==> config.mk <==
export PLATFORM = sky130hd
export DESIGN_NAME = eaq_cordic_cell
export DESIGN_NICKNAME = d
export VERILOG_FILES = /design/src/sv/eaq_pkg.sv /design/src/sv/eaq_cordic_cell.sv
export SDC_FILE = /design/constraint.sdc
export NUM_CORES = 2
export LEC_CHECK = 0
export BUFFER_PORTS_ARGS = -buffer_cell sky130_fd_sc_hd__buf_2
export CAP_MARGIN = 20
export CORE_AREA = 8 8 405 407
export CTS_BUF_LIST = sky130_fd_sc_hd__clkbuf_4 sky130_fd_sc_hd__clkbuf_8 sky130_fd_sc_hd__clkbuf_16
export CTS_CLUSTER_SIZE = 40
export DETAILED_ROUTE_END_ITERATION = 8
export DIE_AREA = 0 0 413 415
export HOLD_SLACK_MARGIN = 0.15
export MAX_ROUTING_LAYER = met4
export PLACE_DENSITY_LB_ADDON = 0.05
export SYNTH_ARGS = -nofsm -noshare
export SYNTH_HDL_FRONTEND = slang
export SYNTH_SLANG_ARGS = --single-unit
==> constraint.sdc <==
create_clock -name clk -period 1.8 [get_ports clk]
set_input_delay 0.09 -clock clk [delete_from_list [all_inputs] [get_ports clk]]
set_output_delay 0.09 -clock clk [all_outputs]
set_load 0.01 [all_outputs]
==> src/sv/eaq_pkg.sv <==
// Shared types, constants and arithmetic helpers for the Euler angle to quaternion block.
package eaq_pkg;

	localparam int ROT_W   = 34;
	localparam int LANES   = 5;
	localparam int PROD_W  = 32;
	localparam int SUM_W   = 33;

	localparam logic [3:0] SEQ_XYZ = 4'd0;
	localparam logic [3:0] SEQ_XZY = 4'd1;
	localparam logic [3:0] SEQ_XYX = 4'd2;
	localparam logic [3:0] SEQ_XZX = 4'd3;
	localparam logic [3:0] SEQ_YXZ = 4'd4;
	localparam logic [3:0] SEQ_YZX = 4'd5;
	localparam logic [3:0] SEQ_YXY = 4'd6;
	localparam logic [3:0] SEQ_YZY = 4'd7;
	localparam logic [3:0] SEQ_ZXY = 4'd8;
	localparam logic [3:0] SEQ_ZYX = 4'd9;
	localparam logic [3:0] SEQ_ZXZ = 4'd10;
	localparam logic [3:0] SEQ_ZYZ = 4'd11;

	// CORDIC gain 0.60725293500888 in Q2.30
	localparam logic signed [ROT_W-1:0] START_GAIN = 34'sd652032874;
	localparam logic signed [ROT_W-1:0] PH_HALF_PI = 34'sd1073741824;
	localparam logic signed [ROT_W-1:0] PH_PI      = 34'sd2147483648;

	typedef struct packed {
		logic signed [15:0] angle_first;
		logic signed [15:0] angle_second;
		logic signed [15:0] angle_third;
		logic [3:0]         sequence_req;
	} eaq_in_t;

	typedef struct packed {
		logic signed [15:0] quat_scalar;
		logic signed [15:0] quat_x;
		logic signed [15:0] quat_y;
		logic signed [15:0] quat_z;
	} eaq_out_t;

	typedef struct packed {
		logic signed [ROT_W-1:0] x;
		logic signed [ROT_W-1:0] y;
		logic signed [ROT_W-1:0] z;
		logic                    flip;
	} eaq_rot_t;

	// lanes: half angles 0,1,2, then h0+h2 and h0-h2
	typedef struct packed {
		logic [3:0]             seq;
		eaq_rot_t [LANES-1:0]   rot;
	} eaq_cell_t;

	// atan(2^-i), 2^32 is a full turn
	function automatic logic [31:0] eaq_arc(int i);
		logic [31:0] r;
		case (i)
			0:  r = 32'd536870912;
			1:  r = 32'd316933406;
			2:  r = 32'd167458907;
			3:  r = 32'd85004756;
			4:  r = 32'd42667331;
			5:  r = 32'd21354465;
			6:  r = 32'd10679838;
			7:  r = 32'd5340245;
			8:  r = 32'd2670163;
			9:  r = 32'd1335087;
			10: r = 32'd667544;
			11: r = 32'd333772;
			12: r = 32'd166886;
			13: r = 32'd83443;
			14: r = 32'd41722;
			15: r = 32'd20861;
			16: r = 32'd10430;
			17: r = 32'd5215;
			18: r = 32'd2608;
			19: r = 32'd1304;
			20: r = 32'd652;
			21: r = 32'd326;
			22: r = 32'd163;
			23: r = 32'd81;
			24: r = 32'd41;
			25: r = 32'd20;
			26: r = 32'd10;
			27: r = 32'd5;
			28: r = 32'd3;
			29: r = 32'd1;
			30: r = 32'd1;
			default: r = 32'd0;
		endcase
		return r;
	endfunction

	// fold phase into [-pi/2, pi/2], flip marks a negated result
	function automatic eaq_rot_t eaq_fold(logic [31:0] ph);
		eaq_rot_t r;
		logic signed [ROT_W-1:0] z;
		z = ROT_W'($signed(ph));
		r.x = START_GAIN;
		r.y = '0;
		r.flip = 1'b0;
		if (z > PH_HALF_PI) begin
			z = z - PH_PI;
			r.flip = 1'b1;
		end else if (z < -PH_HALF_PI) begin
			z = z + PH_PI;
			r.flip = 1'b1;
		end
		r.z = z;
		return r;
	endfunction

	// Q2.30 product, round half up
	function automatic logic signed [PROD_W-1:0] eaq_qmul(logic signed [PROD_W-1:0] a,
			logic signed [PROD_W-1:0] b);
		logic signed [63:0] p;
		p = 64'(a) * 64'(b) + 64'sd536870912;
		return p[61:30];
	endfunction

	// Q2.30 to Q1.15 with rounding and saturation
	function automatic logic signed [15:0] eaq_q15(logic signed [SUM_W-1:0] v);
		logic signed [SUM_W:0] t;
		logic signed [SUM_W-15:0] r;
		t = (SUM_W+1)'(v) + (SUM_W+1)'(16384);
		r = t[SUM_W:15];
		if (r > (SUM_W-14)'(32767))
			return 16'sd32767;
		if (r < -(SUM_W-14)'(32768))
			return -16'sd32768;
		return r[15:0];
	endfunction

endpackage

==> src/sv/eaq_cordic_cell.sv <==
// One CORDIC micro-rotation step applied to all five lanes, registered.
module eaq_cordic_cell import eaq_pkg::*; #(
	parameter int STAGE = 0
) (
	input  logic      clk,
	input  logic      arst_n,
	input  logic      en,
	input  logic      valid_in,
	input  eaq_cell_t data_in,
	output logic      valid_q,
	output eaq_cell_t data_q
);

	localparam logic signed [ROT_W-1:0] ARC = $signed({2'b00, eaq_arc(STAGE)});

	eaq_cell_t nxt;

	always_comb begin
		nxt = data_in;
		for (int l = 0; l < LANES; l++) begin
			if (data_in.rot[l].z >= 0) begin
				nxt.rot[l].x = data_in.rot[l].x - (data_in.rot[l].y >>> STAGE);
				nxt.rot[l].y = data_in.rot[l].y + (data_in.rot[l].x >>> STAGE);
				nxt.rot[l].z = data_in.rot[l].z - ARC;
			end else begin
				nxt.rot[l].x = data_in.rot[l].x + (data_in.rot[l].y >>> STAGE);
				nxt.rot[l].y = data_in.rot[l].y - (data_in.rot[l].x >>> STAGE);
				nxt.rot[l].z = data_in.rot[l].z + ARC;
			end
		end
	end

	always_ff @(posedge clk or negedge arst_n) begin
		if (!arst_n)
			valid_q <= 1'b0;
		else if (en)
			valid_q <= valid_in;
	end

	always_ff @(posedge clk) begin
		if (en)
			data_q <= nxt;
	end

endmodule
==> Word-level counts from Yosys, hierarchy flattened <==
Cells that the tools add are included.
{ "totals": {"reg_bits": 520, "out_inout_bits": 520, "word_cells": 57} }
{ "op_classes": {"n_addsub": 25, "n_lt_le_gt_ge": 5, "mux": 5} }
{ "ops": {"columns": ["operator", "count"], "rows": [
  ["2-to-1 mux 102 bit", 5],
  ["subtractor 34 bit", 10],
  ["adder 34 x 31 -> 34 bit, second input constant", 5],
  ["adder 34 bit", 5],
  ["greater-or-equal comparator 34 x 1 -> 1 bit, second input constant", 5],
  ["subtractor 34 x 31 -> 34 bit, second input constant", 5]
]} }

==> Depth between registers and ports, before layout <==
{ "depth": {"word_depth": 2, "depth_mapped": 15, "depth_no_buf": 13} }

==> Worst setup path after synthesis <==
No wires, ideal clock.
{ "synth_timing": {"path_type": "input to register", "start": "input port data_in[348] in the netlist's numbering", "end": "register data_q[410] in the netlist's numbering, data pin", "setup_time_ps": 270, "arrival_ps": 2526, "required_time_ps": 1530, "setup_slack_ps": -996, "stages": 12, "path_buffers": 1, "cell_sequence": "inv_1 -> ha_1 -> buf_2 -> or3_1 -> o22a_1 -> a311oi_2 -> a211oi_4 -> o31ai_4 -> a41oi_2 -> o21ai_2 -> a311oi_1 -> xor2_1"} }
{ "synth_lines": {"columns": ["item", "line", "rtl"], "rows": [
  ["start, declared", "eaq_cordic_cell.sv:9", "input eaq_cell_t data_in,"],
  ["end signal, assigned", "eaq_cordic_cell.sv:42", "data_q <= nxt;"],
  ["end, declared", "eaq_cordic_cell.sv:11", "output eaq_cell_t data_q"]
]} }

==> impl_metrics.json <==
{
  "status": "finished, violations left",
  "violations": "negative hold slack, negative setup slack",
  "num_vias": 52749,
  "setup_ws_ps": -569,
  "rsz0062_at_grt": "true",
  "dr.pass1.iters": 6,
  "maxUsedRoutingLayer": "met4",
  "place_congestion": 0.948,
  "grt_max_degree": 69,
  "grt-ovfl-total": 0,
  "fillers": 14565,
  "wl_met2_mm": 123,
  "synth_edf_count": 514,
  "ys_seq_elements": 515,
  "grt_pass1_wl_mm": 350,
  "hpwl_mm": 200,
  "numCtsBuffers": 61,
  "synth_common_cells": "659 x a21oi_1, 520 x ha_1, 514 x edfxtp_1",
  "wl_met1_mm": 101,
  "syn_to_final_growth_pct": 91.4,
  "p_leak_nw": 38.8,
  "num-nets-final": 9651,
  "grt_usage": 0.276,
  "synth_top_cell_by_area": "edfxtp_1",
  "grt_pass1_vias": 54526,
  "hold_violations": 1,
  "cts_root_buf": "clkbuf_16",
  "critical_path_class": "primary input to flip-flop",
  "cp_cell_sequence": "buf_12 -> clkinvlp_4 -> ha_4 -> buf_4 -> nor2b_4 -> o211ai_1 -> a311o_1 -> o211ai_1 -> buf_4 -> a221o_2 -> and3_4 -> or2_4 -> a21boi_4 -> mux2i_1 -> xnor2_1",
  "io_buffer_count": 1042,
  "slew_violations": 0,
  "route.detailed.drc": 0,
  "crit_slowest_cell": "a221o_2",
  "dieWidth_microns": 413,
  "start_kind": "primary input",
  "crit_fanout": 4,
  "worstPathRequired_ps": 2250,
  "max_freq_mhz": 422,
  "final_antenna_net_count": 0,
  "max_stage_delay_ps": 450,
  "avgSynthCellArea_sq_um": 8.86,
  "cts_tree": "yes",
  "synth_cells": 5077,
  "dp_slack_ps": -1380,
  "dieArea_sq_um": 171000,
  "power_density_nw_per_um2": 655,
  "irDropWorstVdd_mv": 0.854,
  "min_period_ps": 2370,
  "wire_per_inst_microns": 22.9,
  "ys_warn_count": 0,
  "synth_area_leaders": "edfxtp_1 34%, ha_1 14%, a21oi_1 7.3%, xnor2_1 5.5%, inv_1 4.2%",
  "syn_nets": 6140,
  "start_util": 0.286,
  "cp.arrival_ps": 2820,
  "antenna_found_initial": 97,
  "yosysUniqueCellTypes": 98,
  "final-setup-viol-count": 295,
  "initialDrtViolationCount": 3183,
  "worstMarginPinSlew_ps": 666,
  "vias_per_cell": 4.90,
  "clock_skew_ps": 0,
  "met3WireLength_mm": 14.1,
  "synthArstFlopShare": 0.00194,
  "fp.coreArea_sq_um": 157000,
  "cts.sinks": 515,
  "wirelength_mm": 246,
  "maxCapViolations": 0,
  "fin_hold_ws_ps": -208,
  "final_area_sq_um": 86100,
  "clk_latency_ps": 680,
  "ios": 1043,
  "rows": 146,
  "fin_util": 0.547,
  "yosysMostFrequentCell": "a21oi_1",
  "min_period_over_period": 1.32,
  "placed_cell_area_sq_um": 69900,
  "layout-drive-gt1-share": 0.531,
  "yosysSeqAreaShare": 0.344,
  "power.total_mw": 56.4,
  "synth.top_cell.area_share": 0.343,
  "syn_area_sq_um": 45000,
  "cts_buffer_depth": 3,
  "slew_headroom": 0.550,
  "h-tree-depth": 2,
  "hold_class": "primary input to flip-flop",
  "path_clk_slew_ps": 60,
  "die_y_microns": 415,
  "ys.flop_type": "edfxtp_1",
  "endpoint_kind": "flip-flop"
}
## worst max-delay path, delay by kind of cell
family | cells | cell delay, ps
buf+inv | 4 | 460
xor+xnor | 1 | 140
simple gates | 3 | 550
fa+ha+maj | 1 | 290
mux | 1 | 110
compound gates | 5 | 1190
## cell families after synthesis
| kind of cell | after synthesis | share of synthesized area |
|---|---|---|
| compound gates | 1664 | 0.231 |
| xor+xnor | 338 | 0.0658 |
| fa+ha+maj | 540 | 0.154 |
| simple gates | 1196 | 0.126 |
| mux | 69 | 0.0154 |
| flops | 515 | 0.344 |
| buf+inv | 755 | 0.0644 |
## area by class of cell
| type | instances | area [sq um] | area share |
|---|---|---|---|
| Tap cell | 2072 | 2590 | 0.0301 |
| Inverter | 533 | 2370 | 0.0275 |
| Clock buffer | 69 | 1600 | 0.0186 |
| Clock inverter | 46 | 419 | 0.00487 |
| Timing Repair Buffer | 3670 | 28600 | 0.332 |
| Sequential cell | 515 | 15500 | 0.180 |
| Multi-Input combinational cell | 3807 | 34900 | 0.405 |
| Antenna cell | 60 | 150 | 0.00174 |
## repair_timing
item,CTS,global route
cloned,6,10
pin swaps,534,523
hold buffers,420,63
gates resized for setup,967,681
buffers inserted,179,161
endpoints found under the hold margin,714,61
endpoints found under the setup margin,318,336
## through the flow
stage	instances	hold WS (ps)	TNS (ps)
3_5_place_dp	9917	-132	-352950
4_1_cts	10592	-453	-63360
2_1_floorplan	5077	-206	-99140
6_report	10772	-208	-74330
5_1_grt	10764	-231	-88480
3_3_place_gp	9917	-136	-356010
## report_power, final
part | switching (mW) | internal [mW] | leakage, nW | total (mW)
Combinational | 14.1 | 13.4 | 32.8 | 27.5
Clock | 5.49 | 7.26 | 0.985 | 12.7
Sequential | 0.699 | 15.5 | 5.04 | 16.2
## cell usage in the layout, fill, tap and decap left out, types with 33 or more instances in the layout
cell type	n
a21o_1	111
a21oi_1	407
a21oi_2	185
a21oi_4	68
buf_12	58
buf_2	926
buf_4	1951
buf_6	242
buf_8	41
clkbuf_16	72
diode_2	60
dlygate4sd3_1	431
edfxtp_1	514
ha_1	391
ha_4	114
inv_1	409
inv_2	49
mux2i_1	40
nand2_1	200
nand2b_1	39
nand3_1	39
nand4_1	60
nor2_1	386
nor2_2	35
nor2b_1	33
nor3_1	65
nor4_1	35
o211ai_1	49
o21a_1	34
o21ai_0	141
o21ai_1	79
o21ai_2	73
o21bai_1	117
xnor2_1	203
xnor2_2	74
xor2_1	45
## worst paths after layout
kind	slack [ps]	cells past startpoint	start	end
worst max register to register	490	2	valid_q$_DFFE_PN0P_	valid_q$_DFFE_PN0P_
max in group asynchronous	1460	3	arst_n	valid_q$_DFFE_PN0P_
worst max-delay path	-570	15	data_in[242]	data_q[272]$_DFFE_PP_
min in group asynchronous	240	3	arst_n	valid_q$_DFFE_PN0P_
worst min register to register	1070	2	valid_q$_DFFE_PN0P_	valid_q$_DFFE_PN0P_
worst min-delay path	-210	3	data_in[343]	data_q[343]$_DFFE_PP_
## flip-flops by register name (all words and copies together) (netlist names)
signal	count
valid_q	1
data_q	514
## metal layers
layer,global-route usage,up-vias
met1,0.323,25518
met5,-,-
li1,-,25336
met3,0.0481,343
met4,0.0821,0
met2,0.481,1552
Power figures use the tool's default switching activity.
